<file path="config.mk">
export PLATFORM = sky130hd
export DESIGN_NAME = tile_map_rect_collision
export DESIGN_NICKNAME = d
export VERILOG_FILES = /design/src/rtl/tmrc_pkg.sv /design/src/rtl/tmrc_ram.sv /design/src/rtl/tmrc_front.sv /design/src/rtl/tmrc_queue.sv /design/src/rtl/tmrc_back.sv /design/src/rtl/tile_map_rect_collision.sv
export SDC_FILE = /design/constraint.sdc
export NUM_CORES = 2
export LEC_CHECK = 0
export BUFFER_PORTS_ARGS = -buffer_cell sky130_fd_sc_hd__clkbuf_2
export CELL_PAD_IN_SITES_DETAIL_PLACEMENT = 1
export CELL_PAD_IN_SITES_GLOBAL_PLACEMENT = 2
export CORE_MARGIN = 2
export CORE_UTILIZATION = 45
export DETAILED_ROUTE_END_ITERATION = 6
export GPL_ROUTABILITY_DRIVEN = 0
export PLACE_DENSITY_LB_ADDON = 0.2
export SYNTH_ARGS = -nofsm -noshare
export SYNTH_HDL_FRONTEND = slang
export SYNTH_SLANG_ARGS = --single-unit
</file>
<file path="constraint.sdc">
create_clock -name clk_i -period 7.33 [get_ports clk_i]
set_input_delay 0.733 -clock clk_i [delete_from_list [all_inputs] [get_ports clk_i]]
set_output_delay 0.733 -clock clk_i [all_outputs]
set_load 0.01 [all_outputs]
</file>
<file path="src/rtl/tmrc_pkg.sv">
package tmrc_pkg;

  localparam int unsigned TileRowW = 5;
  localparam int unsigned TileColW = 6;
  localparam int unsigned TileIdW  = 16;
  localparam int unsigned CoordW   = 13;
  localparam int unsigned SizeW    = 12;

  localparam int unsigned SumW     = CoordW + 1;
  localparam int unsigned DivInW   = 13;
  localparam int unsigned DivMulW  = DivInW + 1;
  localparam int unsigned DivProdW = DivInW + DivMulW;

  localparam int unsigned MaxCols  = 64;
  localparam int unsigned MaxRowW  = 8;

  localparam int unsigned QueueDepth = 2;
  localparam int unsigned QueuePtrW  = 1;

  typedef enum logic {
    MODE_WRITE = 1'b0,
    MODE_QUERY = 1'b1
  } mode_e;

  typedef struct packed {
    mode_e                mode;
    logic                 empty;
    logic                 solid;
    logic [MaxRowW-1:0]   row_lo;
    logic [MaxRowW-1:0]   row_hi;
    logic [MaxCols-1:0]   mask;
  } cmd_t;

endpackage

</file>
<file path="src/rtl/tmrc_ram.sv">
module tmrc_ram #(
  parameter int unsigned Width = 64,
  parameter int unsigned Depth = 32
) (
  input  logic                                 clk_i,
  input  logic                                 we_i,
  input  logic [(Depth > 1 ? $clog2(Depth) : 1)-1:0] waddr_i,
  input  logic [Width-1:0]                     wdata_i,
  input  logic                                 re_i,
  input  logic [(Depth > 1 ? $clog2(Depth) : 1)-1:0] raddr_i,
  output logic [Width-1:0]                     rdata_o
);

  logic [Width-1:0] mem_q [Depth];
  logic [Width-1:0] rdata_q;

  always_ff @(posedge clk_i) begin
    if (we_i) begin
      mem_q[waddr_i] <= wdata_i;
    end
    if (re_i) begin
      rdata_q <= mem_q[raddr_i];
    end
  end

  assign rdata_o = rdata_q;

endmodule

</file>
<file path="src/rtl/tmrc_front.sv">
module tmrc_front import tmrc_pkg::*; #(
  parameter int unsigned TILE_PIXELS = 32,
  parameter int unsigned MAP_ROWS    = 32,
  parameter int unsigned MAP_COLS    = 64
) (
  input  logic                     clk_i,
  input  logic                     rst_ni,
  input  logic                     start_i,
  output logic                     busy_o,
  input  logic                     mode_i,
  input  logic [TileRowW-1:0]      tile_row_i,
  input  logic [TileColW-1:0]      tile_col_i,
  input  logic [TileIdW-1:0]       tile_id_i,
  input  logic signed [CoordW-1:0] rect_x_i,
  input  logic signed [CoordW-1:0] rect_y_i,
  input  logic [SizeW-1:0]         rect_w_i,
  input  logic [SizeW-1:0]         rect_h_i,
  input  logic                     full_i,
  output logic                     push_o,
  output cmd_t                     cmd_o
);

  localparam int unsigned DivL     = $clog2(TILE_PIXELS);
  localparam int unsigned DivShift = DivInW + DivL;
  localparam int unsigned DivMul   = ((1 << DivShift) + TILE_PIXELS - 1) / TILE_PIXELS;
  localparam logic signed [SumW-1:0] NegTile = -$signed(SumW'(TILE_PIXELS));
  localparam logic [DivInW-1:0] ColLast = DivInW'(MAP_COLS - 1);
  localparam logic [DivInW-1:0] RowLast = DivInW'(MAP_ROWS - 1);
  localparam logic [TileColW:0] ColCount = (TileColW + 1)'(MAP_COLS);
  localparam logic [MaxRowW:0]  RowCount = (MaxRowW + 1)'(MAP_ROWS);

  function automatic logic [DivInW-1:0] div_tile(input logic [DivInW-1:0] n);
    logic [DivProdW-1:0] p;
    p = DivProdW'(n) * DivProdW'(DivMul);
    return DivInW'(p >> DivShift);
  endfunction

  logic accept;
  logic a_adv, b_adv, drop_c;

  logic                     a_valid_q;
  mode_e                    a_mode_q;
  logic [TileRowW-1:0]      a_row_q;
  logic [TileColW-1:0]      a_col_q;
  logic                     a_solid_q;
  logic signed [CoordW-1:0] a_x_q, a_y_q;
  logic signed [SumW-1:0]   a_sx_q, a_sy_q;
  logic signed [SumW-1:0]   sx_c, sy_c;

  logic                b_valid_q;
  mode_e               b_mode_q;
  logic [TileRowW-1:0] b_row_q;
  logic [TileColW-1:0] b_col_q;
  logic                b_solid_q;
  logic                b_xneg_q, b_yneg_q, b_sxneg_q, b_syneg_q, b_sxfar_q, b_syfar_q;
  logic [DivInW-1:0]   b_ql_q, b_qr_q, b_qt_q, b_qb_q;

  logic [DivInW-1:0]  left_c, right_c, top_c, bot_c;
  logic               hempty_c, vempty_c, empty_c;
  logic [MaxCols-1:0] qmask_c, wmask_c;

  assign a_adv  = a_valid_q && (!b_valid_q || b_adv);
  assign busy_o = a_valid_q && !a_adv;
  assign accept = start_i && !busy_o;

  assign sx_c = $signed({rect_x_i[CoordW-1], rect_x_i}) + $signed({2'b00, rect_w_i});
  assign sy_c = $signed({rect_y_i[CoordW-1], rect_y_i}) + $signed({2'b00, rect_h_i});

  always_ff @(posedge clk_i or negedge rst_ni) begin
    if (!rst_ni) begin
      a_valid_q <= 1'b0;
      b_valid_q <= 1'b0;
    end else begin
      if (accept) begin
        a_valid_q <= 1'b1;
      end else if (a_adv) begin
        a_valid_q <= 1'b0;
      end
      if (a_adv) begin
        b_valid_q <= 1'b1;
      end else if (b_adv) begin
        b_valid_q <= 1'b0;
      end
    end
  end

  always_ff @(posedge clk_i) begin
    if (accept) begin
      a_mode_q  <= mode_e'(mode_i);
      a_row_q   <= tile_row_i;
      a_col_q   <= tile_col_i;
      a_solid_q <= (tile_id_i != '0);
      a_x_q     <= rect_x_i;
      a_y_q     <= rect_y_i;
      a_sx_q    <= sx_c;
      a_sy_q    <= sy_c;
    end
    if (a_adv) begin
      b_mode_q  <= a_mode_q;
      b_row_q   <= a_row_q;
      b_col_q   <= a_col_q;
      b_solid_q <= a_solid_q;
      b_xneg_q  <= a_x_q[CoordW-1];
      b_yneg_q  <= a_y_q[CoordW-1];
      b_sxneg_q <= a_sx_q[SumW-1];
      b_syneg_q <= a_sy_q[SumW-1];
      b_sxfar_q <= (a_sx_q <= NegTile);
      b_syfar_q <= (a_sy_q <= NegTile);
      b_ql_q    <= div_tile(a_x_q[CoordW-1] ? '0 : DivInW'(a_x_q));
      b_qt_q    <= div_tile(a_y_q[CoordW-1] ? '0 : DivInW'(a_y_q));
      b_qr_q    <= div_tile(a_sx_q[DivInW-1:0]);
      b_qb_q    <= div_tile(a_sy_q[DivInW-1:0]);
    end
  end

  always_comb begin
    left_c = b_xneg_q ? '0 : b_ql_q;
    top_c  = b_yneg_q ? '0 : b_qt_q;
    if (b_sxneg_q) begin
      right_c  = '0;
      hempty_c = b_sxfar_q;
    end else begin
      right_c  = (b_qr_q > ColLast) ? ColLast : b_qr_q;
      hempty_c = 1'b0;
    end
    if (b_syneg_q) begin
      bot_c    = '0;
      vempty_c = b_syfar_q;
    end else begin
      bot_c    = (b_qb_q > RowLast) ? RowLast : b_qb_q;
      vempty_c = 1'b0;
    end
    empty_c = hempty_c || vempty_c || (left_c > right_c) || (top_c > bot_c);

    qmask_c = '0;
    wmask_c = '0;
    for (int c = 0; c < MAP_COLS; c++) begin
      qmask_c[c] = (DivInW'(c) >= left_c) && (DivInW'(c) <= right_c);
      wmask_c[c] = (TileColW'(c) == b_col_q);
    end
  end

  assign drop_c = (b_mode_q == MODE_WRITE) &&
                  (({1'b0, b_col_q} >= ColCount) ||
                   ((MaxRowW + 1)'(b_row_q) >= RowCount));

  assign b_adv  = b_valid_q && (drop_c || !full_i);
  assign push_o = b_valid_q && !drop_c && !full_i;

  always_comb begin
    cmd_o.mode   = b_mode_q;
    cmd_o.empty  = empty_c;
    cmd_o.solid  = b_solid_q;
    cmd_o.row_hi = MaxRowW'(bot_c);
    if (b_mode_q == MODE_WRITE) begin
      cmd_o.row_lo = MaxRowW'(b_row_q);
      cmd_o.mask   = wmask_c;
    end else begin
      cmd_o.row_lo = MaxRowW'(top_c);
      cmd_o.mask   = qmask_c;
    end
  end

endmodule

</file>
<file path="src/rtl/tmrc_queue.sv">
module tmrc_queue import tmrc_pkg::*; (
  input  logic clk_i,
  input  logic rst_ni,
  input  logic push_i,
  input  cmd_t cmd_i,
  output logic full_o,
  input  logic pop_i,
  output cmd_t head_o,
  output logic empty_o
);

  cmd_t                 ent_q [QueueDepth];
  logic [QueuePtrW-1:0] wr_ptr_q, rd_ptr_q;
  logic [QueuePtrW:0]   cnt_q;

  assign full_o  = (cnt_q == (QueuePtrW + 1)'(QueueDepth));
  assign empty_o = (cnt_q == '0);
  assign head_o  = ent_q[rd_ptr_q];

  always_ff @(posedge clk_i or negedge rst_ni) begin
    if (!rst_ni) begin
      wr_ptr_q <= '0;
      rd_ptr_q <= '0;
      cnt_q    <= '0;
    end else begin
      if (push_i) begin
        wr_ptr_q <= wr_ptr_q + 1'b1;
      end
      if (pop_i) begin
        rd_ptr_q <= rd_ptr_q + 1'b1;
      end
      unique case ({push_i, pop_i})
        2'b10:   cnt_q <= cnt_q + 1'b1;
        2'b01:   cnt_q <= cnt_q - 1'b1;
        default: cnt_q <= cnt_q;
      endcase
    end
  end

  always_ff @(posedge clk_i) begin
    if (push_i) begin
      ent_q[wr_ptr_q] <= cmd_i;
    end
  end

endmodule

</file>
<file path="src/rtl/tmrc_back.sv">
module tmrc_back import tmrc_pkg::*; #(
  parameter int unsigned MAP_ROWS = 32,
  parameter int unsigned MAP_COLS = 64
) (
  input  logic clk_i,
  input  logic rst_ni,
  input  cmd_t head_i,
  input  logic empty_i,
  output logic pop_o,
  output logic done_o,
  output logic hit_o
);

  localparam int unsigned RowW = (MAP_ROWS > 1) ? $clog2(MAP_ROWS) : 1;

  localparam logic [1:0] StIdle  = 2'd0;
  localparam logic [1:0] StWrite = 2'd1;
  localparam logic [1:0] StScan  = 2'd2;

  logic [1:0]          state_q, state_d;
  logic [RowW-1:0]     row_q, row_d, last_q, last_d;
  logic [MAP_COLS-1:0] mask_q, mask_d;
  logic                solid_q, solid_d;
  logic [MAP_ROWS-1:0] valid_q, valid_d;
  logic                rvalid_q;
  logic                done_q, done_d, hit_q, hit_d;

  logic                rd_en, wr_en;
  logic [RowW-1:0]     rd_addr;
  logic [MAP_COLS-1:0] rd_data, word, wr_data;
  logic                hit_now;

  tmrc_ram #(
    .Width (MAP_COLS),
    .Depth (MAP_ROWS)
  ) u_ram (
    .clk_i   (clk_i),
    .we_i    (wr_en),
    .waddr_i (row_q),
    .wdata_i (wr_data),
    .re_i    (rd_en),
    .raddr_i (rd_addr),
    .rdata_o (rd_data)
  );

  assign word    = rvalid_q ? rd_data : '0;
  assign wr_data = solid_q ? (word | mask_q) : (word & ~mask_q);
  assign hit_now = |(word & mask_q);

  always_comb begin
    state_d = state_q;
    row_d   = row_q;
    last_d  = last_q;
    mask_d  = mask_q;
    solid_d = solid_q;
    valid_d = valid_q;
    done_d  = 1'b0;
    hit_d   = hit_q;
    pop_o   = 1'b0;
    rd_en   = 1'b0;
    rd_addr = row_q + 1'b1;
    wr_en   = 1'b0;
    unique case (state_q)
      StIdle: begin
        if (!empty_i) begin
          pop_o   = 1'b1;
          row_d   = head_i.row_lo[RowW-1:0];
          last_d  = head_i.row_hi[RowW-1:0];
          mask_d  = head_i.mask[MAP_COLS-1:0];
          solid_d = head_i.solid;
          rd_addr = head_i.row_lo[RowW-1:0];
          priority if (head_i.mode == MODE_WRITE) begin
            rd_en   = 1'b1;
            state_d = StWrite;
          end else if (head_i.empty) begin
            done_d  = 1'b1;
            hit_d   = 1'b0;
          end else begin
            rd_en   = 1'b1;
            state_d = StScan;
          end
        end
      end
      StWrite: begin
        wr_en          = 1'b1;
        valid_d[row_q] = 1'b1;
        state_d        = StIdle;
      end
      StScan: begin
        if (hit_now || (row_q == last_q)) begin
          done_d  = 1'b1;
          hit_d   = hit_now;
          state_d = StIdle;
        end else begin
          rd_en = 1'b1;
          row_d = row_q + 1'b1;
        end
      end
      default: begin
        state_d = StIdle;
      end
    endcase
  end

  always_ff @(posedge clk_i or negedge rst_ni) begin
    if (!rst_ni) begin
      state_q <= StIdle;
      valid_q <= '0;
      done_q  <= 1'b0;
    end else begin
      state_q <= state_d;
      valid_q <= valid_d;
      done_q  <= done_d;
    end
  end

  always_ff @(posedge clk_i) begin
    row_q    <= row_d;
    last_q   <= last_d;
    mask_q   <= mask_d;
    solid_q  <= solid_d;
    hit_q    <= hit_d;
    rvalid_q <= valid_q[rd_addr];
  end

  assign done_o = done_q;
  assign hit_o  = hit_q;

endmodule

</file>
<file path="src/rtl/tile_map_rect_collision.sv">
// Tile map rectangle collision check.
// Request channel: drive start with one request on the field ports; the request
// is taken at a rising edge where start is high and busy is low. mode_i = 0
// writes one tile (tile_row_i, tile_col_i, tile_id_i, nonzero = solid) and
// gives no result; mode_i = 1 queries the pixel rectangle rect_x_i, rect_y_i,
// rect_w_i, rect_h_i and gives one result.
// Result channel: done_o is high for exactly one cycle with hit_o valid.
// Flow: the front stage divides the edges by TILE_PIXELS in two registered
// steps and hands a command to a two-entry queue. The back end reads a
// query's map rows one row word per cycle from the map RAM, stopping at the
// first row with a solid tile in the span; an empty span returns with no read.
// A write holds the back end for a read and then a write of its row.
// Throughput: the front takes a request every cycle while the queue has room;
// busy rises when the queue is full and both front registers hold a request.
// Sustained rate is set by the row scan: the back end pops only when idle.
// Reset clears the map at once through per-row valid bits and drops all
// requests in flight. The receiver cannot stall; results never wait.
module tile_map_rect_collision import tmrc_pkg::*; #(
  parameter int unsigned TILE_PIXELS = 32,
  parameter int unsigned MAP_ROWS    = 32,
  parameter int unsigned MAP_COLS    = 64
) (
  input  logic                     clk_i,
  input  logic                     rst_ni,
  input  logic                     start,
  output logic                     busy,
  input  logic                     mode_i,
  input  logic [TileRowW-1:0]      tile_row_i,
  input  logic [TileColW-1:0]      tile_col_i,
  input  logic [TileIdW-1:0]       tile_id_i,
  input  logic signed [CoordW-1:0] rect_x_i,
  input  logic signed [CoordW-1:0] rect_y_i,
  input  logic [SizeW-1:0]         rect_w_i,
  input  logic [SizeW-1:0]         rect_h_i,
  output logic                     done_o,
  output logic                     hit_o
);

  cmd_t push_cmd, head_cmd;
  logic push, full, pop, empty;

  tmrc_front #(
    .TILE_PIXELS (TILE_PIXELS),
    .MAP_ROWS    (MAP_ROWS),
    .MAP_COLS    (MAP_COLS)
  ) u_front (
    .clk_i      (clk_i),
    .rst_ni     (rst_ni),
    .start_i    (start),
    .busy_o     (busy),
    .mode_i     (mode_i),
    .tile_row_i (tile_row_i),
    .tile_col_i (tile_col_i),
    .tile_id_i  (tile_id_i),
    .rect_x_i   (rect_x_i),
    .rect_y_i   (rect_y_i),
    .rect_w_i   (rect_w_i),
    .rect_h_i   (rect_h_i),
    .full_i     (full),
    .push_o     (push),
    .cmd_o      (push_cmd)
  );

  tmrc_queue u_queue (
    .clk_i   (clk_i),
    .rst_ni  (rst_ni),
    .push_i  (push),
    .cmd_i   (push_cmd),
    .full_o  (full),
    .pop_i   (pop),
    .head_o  (head_cmd),
    .empty_o (empty)
  );

  tmrc_back #(
    .MAP_ROWS (MAP_ROWS),
    .MAP_COLS (MAP_COLS)
  ) u_back (
    .clk_i   (clk_i),
    .rst_ni  (rst_ni),
    .head_i  (head_cmd),
    .empty_i (empty),
    .pop_o   (pop),
    .done_o  (done_o),
    .hit_o   (hit_o)
  );

endmodule

</file>
---- Word level (Yosys, flattened, before mapping) ----
Memory sizes are Yosys's and may differ from the RTL's. A register that Yosys moved wholly into a read port is not among the register bits.
Index checks and enable logic that the tools add are counted.
cells by class
  divide/modulo/power cells ............... 0
  muxes and demuxes ....................... 53
  reductions and logical operators ........ 91
  add/subtract/negate cells ............... 7
  eq/ne operators ......................... 75
  multipliers ............................. 0
  magnitude comparators ................... 137
  bitwise logic cells ..................... 6
  shift operators ......................... 0
operators with widths
  operator                                                                             count
  6-bit by 13-bit greater-or-equal comparator with 1-bit output, first input constant  32
  6-bit by 13-bit less-or-equal comparator with 1-bit output, first input constant     32
  5-bit by 13-bit greater-or-equal comparator with 1-bit output, first input constant  16
  5-bit by 13-bit less-or-equal comparator with 1-bit output, first input constant     16
  6-bit == test, first input constant                                                  32
  64-bit two-way mux                                                                   3
  64-bit AND                                                                           2
  4-bit by 13-bit greater-or-equal comparator with 1-bit output, first input constant  8
  4-bit by 13-bit less-or-equal comparator with 1-bit output, first input constant     8
  5-bit by 6-bit == test with 1-bit output, first input constant                       16
  1-bit logical AND                                                                    69
  64-bit inverter                                                                      1
  64-bit OR                                                                            1
  64-bit OR reduction                                                                  1
  3-bit by 13-bit greater-or-equal comparator with 1-bit output, first input constant  4
  3-bit by 13-bit less-or-equal comparator with 1-bit output, first input constant     4
  4-bit by 6-bit == test with 1-bit output, first input constant                       8
  8-bit two-way mux                                                                    5
  32-bit OR                                                                            1
  13-bit by 13-bit adder with 14-bit output                                            2
  14-bit by 6-bit less-or-equal comparator with 1-bit output, second input constant    2
  1-bit two-way mux                                                                    27
  1-bit by 13-bit greater-or-equal comparator with 1-bit output, first input constant  2
  2-bit by 13-bit greater-or-equal comparator with 1-bit output, first input constant  2
  other kinds (38)                                                                     75
word-level totals
  latch bits .............................. 0
  bits of input ports ..................... 81
  memories kept ........................... 2
  RAM bits ................................ 2214
  register bits ........................... 236
  memory bits (read-only) ................. 0
memories
  name                depth  bits a word  read ports  clocked after memory_dff  write ports  line              text
  u_back.u_ram.mem_q  32     64           1           1                         1            tmrc_ram.sv:14    logic [Width-1:0] mem_q [Depth];
  u_queue.ent_q       2      83           1           0                         1            tmrc_queue.sv:12  cmd_t ent_q [QueueDepth];

---- Logic depth before layout (Yosys ltp) ----
  word-level depth ........................ 10
  gate-level depth with buffers ........... 14

---- By module ----
Synthesis repeated with hierarchy kept, for this count alone.
unflattened totals
  cells, all modules ...................... 4630
  area, all modules ....................... 98734.7 um2
modules (own cells, without submodules)
  module      cells an instance  area an instance (um2)  seq. area each (um2)  instances
  tmrc_ram    3097               79658.9                 63420.8               1
  tmrc_front  748                7139.3                  3233.1                1
  tmrc_queue  274                6417.4                  5084.9                1
  tmrc_back   511                5519.0                  3178.0                1

---- Worst setup path after synthesis ----
Ideal clock, no wire load.
  path kind ............................... flip-flop to flip-flop
  start ................................... register u_back.state_q[1]
  end ..................................... register u_back.u_ram.rdata_q[0] (netlist: u_back.u_ram.rdata_o[0]) (read register of u_back.u_ram.mem_q), enable pin
  arrival time ............................ 5.684 ns
  path slack .............................. 1.072 ns
  cell stages (with the launch flop) ...... 6
  buffers on the path ..................... 2
  clock period less this slack ............ 6.258 ns
  cells stage by stage .................... dfrtp_1 -> o21bai_2 -> or2_1 -> buf_2 -> buf_2 -> o21ai_0
between the ends
  longest elaborated chain between the ends .. 2
  elaborated cells between the ends (all ways) .. 4
RTL lines
  element                                           line              text
  from (decl)                                       tmrc_back.sv:20   logic [1:0] state_q, state_d;
  from (signal assigned)                            tmrc_back.sv:107  state_q <= StIdle;
  from (signal assigned)                            tmrc_back.sv:111  state_q <= state_d;
  2-bit == test or 2-bit zero test (tied branches)  tmrc_back.sv:63   unique case (state_q)
  1-bit one-hot mux with 2 select lines *           tmrc_back.sv:63
  named net u_back.rd_en                            tmrc_back.sv:28   logic rd_en, wr_en;
  to (decl)                                         tmrc_ram.sv:15    logic [Width-1:0] rdata_q;
The timed path passes the listed nets; every way through them passes the cells marked *.
A chain may end at the register's enable or synchronous reset.

---- Final worst setup path ----
  start ................................... register u_queue.cnt_q[0]
  end ..................................... register u_back.u_ram.rdata_q[10] (netlist: u_back.u_ram.rdata_o[10]) (read register of u_back.u_ram.mem_q) (data pin)
between the ends
  longest elaborated chain between the ends .. 3
  elaborated cells between the ends (all ways) .. 5
RTL lines
  element                                                                     line              text
  from (decl)                                                                 tmrc_queue.sv:14  logic [QueuePtrW:0] cnt_q;
  from (signal assigned)                                                      tmrc_queue.sv:33  2'b10: cnt_q <= cnt_q + 1'b1;
  from (signal assigned)                                                      tmrc_queue.sv:34  2'b01: cnt_q <= cnt_q - 1'b1;
  from (signal assigned)                                                      tmrc_queue.sv:35  default: cnt_q <= cnt_q;
  2-bit zero test *                                                           tmrc_queue.sv:17  assign empty_o = (cnt_q == '0);
  1-bit two-way mux or 5-bit two-way mux (tied branches)                      tmrc_back.sv:65   if (!empty_i) begin
  1-bit one-hot mux with 2 select lines or 5-bit two-way mux (tied branches)  tmrc_back.sv:63
Every way passes the cells marked *; elsewhere a longest branch is shown, timed or not.

==> flow_summary.yaml <==
critical_path:
  reg2reg_slack_ps: 2040
  r2r-end: "u_back.u_ram.rdata_o[10]$_DFFE_PP_"
  required_ps: 8110
  r2r_cells: 10
  critPathMaxFanout: 67
  startpoint_type: "register"
  r2r_start: "u_queue.cnt_q[0]$_DFFE_PN0P_"
  critPathArrivalTime_ps: 6070
  path_class: "register to register"
  crit_path_end_kind: "register"
final_layout:
  drive_gt1_share_pct: 12.9
  area_growth_pct: 13.2
  finalNetCount: 7080
  layoutNonFillerInstCount: 10095
grt:
  grt_pass1_wl_um: 460000
  grt.overflow.total: 0
  track_usage_pct: 28.3
  grt_max_degree: 125
  grt_pass1_vias: 63979
  antenna_found_initial: 5
power_and_ir_drop:
  leakage_nw: 38.0
  p_per_area_nw_per_um2: 542
  vdd_drop_max_uv: 716
clock_tree:
  clockBufferDepth: 4
  cts_tree: "yes"
  clock-sinks: 2490
  clk_pin_slew_ps: 60
  clockRootBuffer: "clkbuf_16"
  ctsResizeCount: 0
  cts_buffers: 282
  h-tree-depth: 5
  postCtsHoldBufs: 20
  insertion_delay_ps: 940
  post_cts_buffers: 0
drt:
  vias_per_cell: 6.21
  vias: 62696
  routed_wl_um: 321000
  drt-initial-drc-count: 7405
  drc: 0
  routedWlPerCell_um: 31.7
  firstDrtPassIters: 6
  ant_nets: 0
synth:
  ys_ff_latch: 2490
  synth_top_area_share_pct: 73.8
  syn-cell-area_um2: 99600
  synthTopCellsByArea: "edfxtp_1 74%, nand2_1 6.1%, a311oi_1 2.1%"
  yosys.area.top_type: "edfxtp_1"
  yosys-top-cells-count: "2448 x edfxtp_1, 1608 x nand2_1, 391 x nand3_1"
  syn_inst: 6845
  syn_area_per_cell_um2: 14.6
  synth_most_common_cell: "edfxtp_1"
  synth-async-reset-ratio_pct: 1.65
  synth_edf_count: 2448
  seq_area_frac_synth_pct: 74.9
  ys.flop_type: "edfxtp_1"
  synth_cell_types: 77
  synth_warnings: 0
run_status:
  status: "completed"
floorplan:
  die_h_um: 474
  die-area_um2: 225000
  core-area_um2: 220000
  io_pins: 84
  start_util_pct: 45.3
  chipWidth_um: 474
  row_count: 172
min_path:
  hold_start: "rect_y_i[11]"
  hold_end: "u_front.a_y_q[11]$_DFFE_PP_"
  hp-class: "primary input to register"
  whs_path_depth: 1
sta:
  worst_slew_pin_slew_ps: 1370
  fmax_ghz: 0.189
  min_period_over_period_pct: 72.2
  tns_ps: 0
  finalSetupViolCount: 0
  hold_violations: 0
  finalCriticalPeriod_ps: 5290
  clock_skew_ps: 57.9
  slew_headroom_pct: 8.90
  finalMaxSlewViolations: 0
  grt_setup_unrepaired: "no"
placed_design:
  numPortBuffers: 83
  post-place-cells: 9607
  dpl.hpwl_um: 167000
job:
  cap_viol_max_count: 0
## layout by cell type, fill, tap and decap left out, types with 83 or more instances in the layout
cell	instances
o21ai_0	148
buf_4	120
a31oi_1	92
nand2_1	1605
and3_1	245
clkbuf_16	289
mux4_2	90
edfxtp_1	2448
nand3_1	391
a311oi_1	241
clkbuf_2	83
nor2_1	83
## critical path, cell delays in order (launching register included)
cell and delay [ps]:
dfrtp_1 450, o21bai_2 330, or2_1 800, clkinv_2 380, buf_4 520, nand2_1 270
o21a_1 150, buf_4 330, nand2_1 600, nor2_1 980, a221o_1 300
## routing by layer
layer  vias up  GRT usage (%)  wire length (um)  share of wire, %
met5         -              0                 0                 0
met4         0           9.16             11000               3.4
met3       577           4.22             23500               7.3
met2      2630           45.2            150000                47
met1     33061           39.9            136000                42
li1      26428              -                 -                 -
## report_power, final
group | switching (mW) | leakage (nW) | internal (mW) | total [mW]
Combinational | 18.7 | 10.8 | 7.66 | 26.3
Clock | 5.58 | 4.14 | 7.75 | 13.3
Sequential | 1.36 | 23.0 | 20.1 | 21.4
Total | 25.6 | 38.0 | 35.5 | 61.1
## sequential cells by signal, summed over array words and instances, names as in the netlist, 14 cells and up
| signal | cells |
|---|---|
| u_front.a_sx_q | 14 |
| u_queue.ent_q | 154 |
| u_back.valid_q | 32 |
| u_back.u_ram.rdata_o | 64 |
| u_back.u_ram.mem_q | 2048 |
| u_back.mask_q | 64 |
| u_front.a_sy_q | 14 |
## layout make-up
type | count | area (um2)
flip-flops and latches | 2490 | 74600
diodes | 2 | 5.00
inverters | 36 | 136
clock inverters | 115 | 978
multi-input cells | 3878 | 23500
fillers | 21121 | 107000
well taps | 2958 | 3700
clock buffers | 350 | 7470
repair buffers | 266 | 2370
## cells by family after synthesis
logic type / Yosys count / synth area share, %
simple gates: 2533 / 11.1
flops: 2490 / 74.9
compound gates: 1027 / 7.44
buf+inv: 479 / 2.11
mux: 237 / 3.63
fa+ha+maj: 45 / 0.580
xor+xnor: 33 / 0.290
other cells: 1 / 0.00377
## stage by stage
step / worst slack [ps] / cell area, um2 / power, mW / hold slack (ps) / util (%)
2_1_floorplan: 1070 / 99600 / 37.7 / 400 / -
3_3_place_gp: 2230 / 104000 / 47.2 / 405 / 47.3
3_5_place_dp: 2080 / 104000 / 47.8 / 407 / 47.3
4_1_cts: 2090 / 113000 / 61.1 / 0.960 / 51.3
5_1_grt: 1790 / 113000 / 63.8 / 7.60 / 51.3
6_report: 2040 / 113000 / 61.1 / 44.4 / 51.3
## how the worst max path moves through the flow
stage	startpoint	end	slack, ps
floorplan	u_back.state_q[1]$_DFFE_PN0P_	u_back.u_ram.rdata_o[0]$_DFFE_PP_	1070
global placement	u_queue.cnt_q[0]$_DFFE_PN0P_	u_back.u_ram.rdata_o[48]$_DFFE_PP_	2230
detailed placement	u_queue.cnt_q[0]$_DFFE_PN0P_	u_back.u_ram.rdata_o[49]$_DFFE_PP_	2080
CTS	u_queue.cnt_q[0]$_DFFE_PN0P_	u_back.u_ram.rdata_o[49]$_DFFE_PP_	2090
global route	u_queue.cnt_q[0]$_DFFE_PN0P_	u_back.u_ram.rdata_o[10]$_DFFE_PP_	1790
finish	u_queue.cnt_q[0]$_DFFE_PN0P_	u_back.u_ram.rdata_o[10]$_DFFE_PP_	2040
No activity file was read; power rests on OpenSTA's default activity.
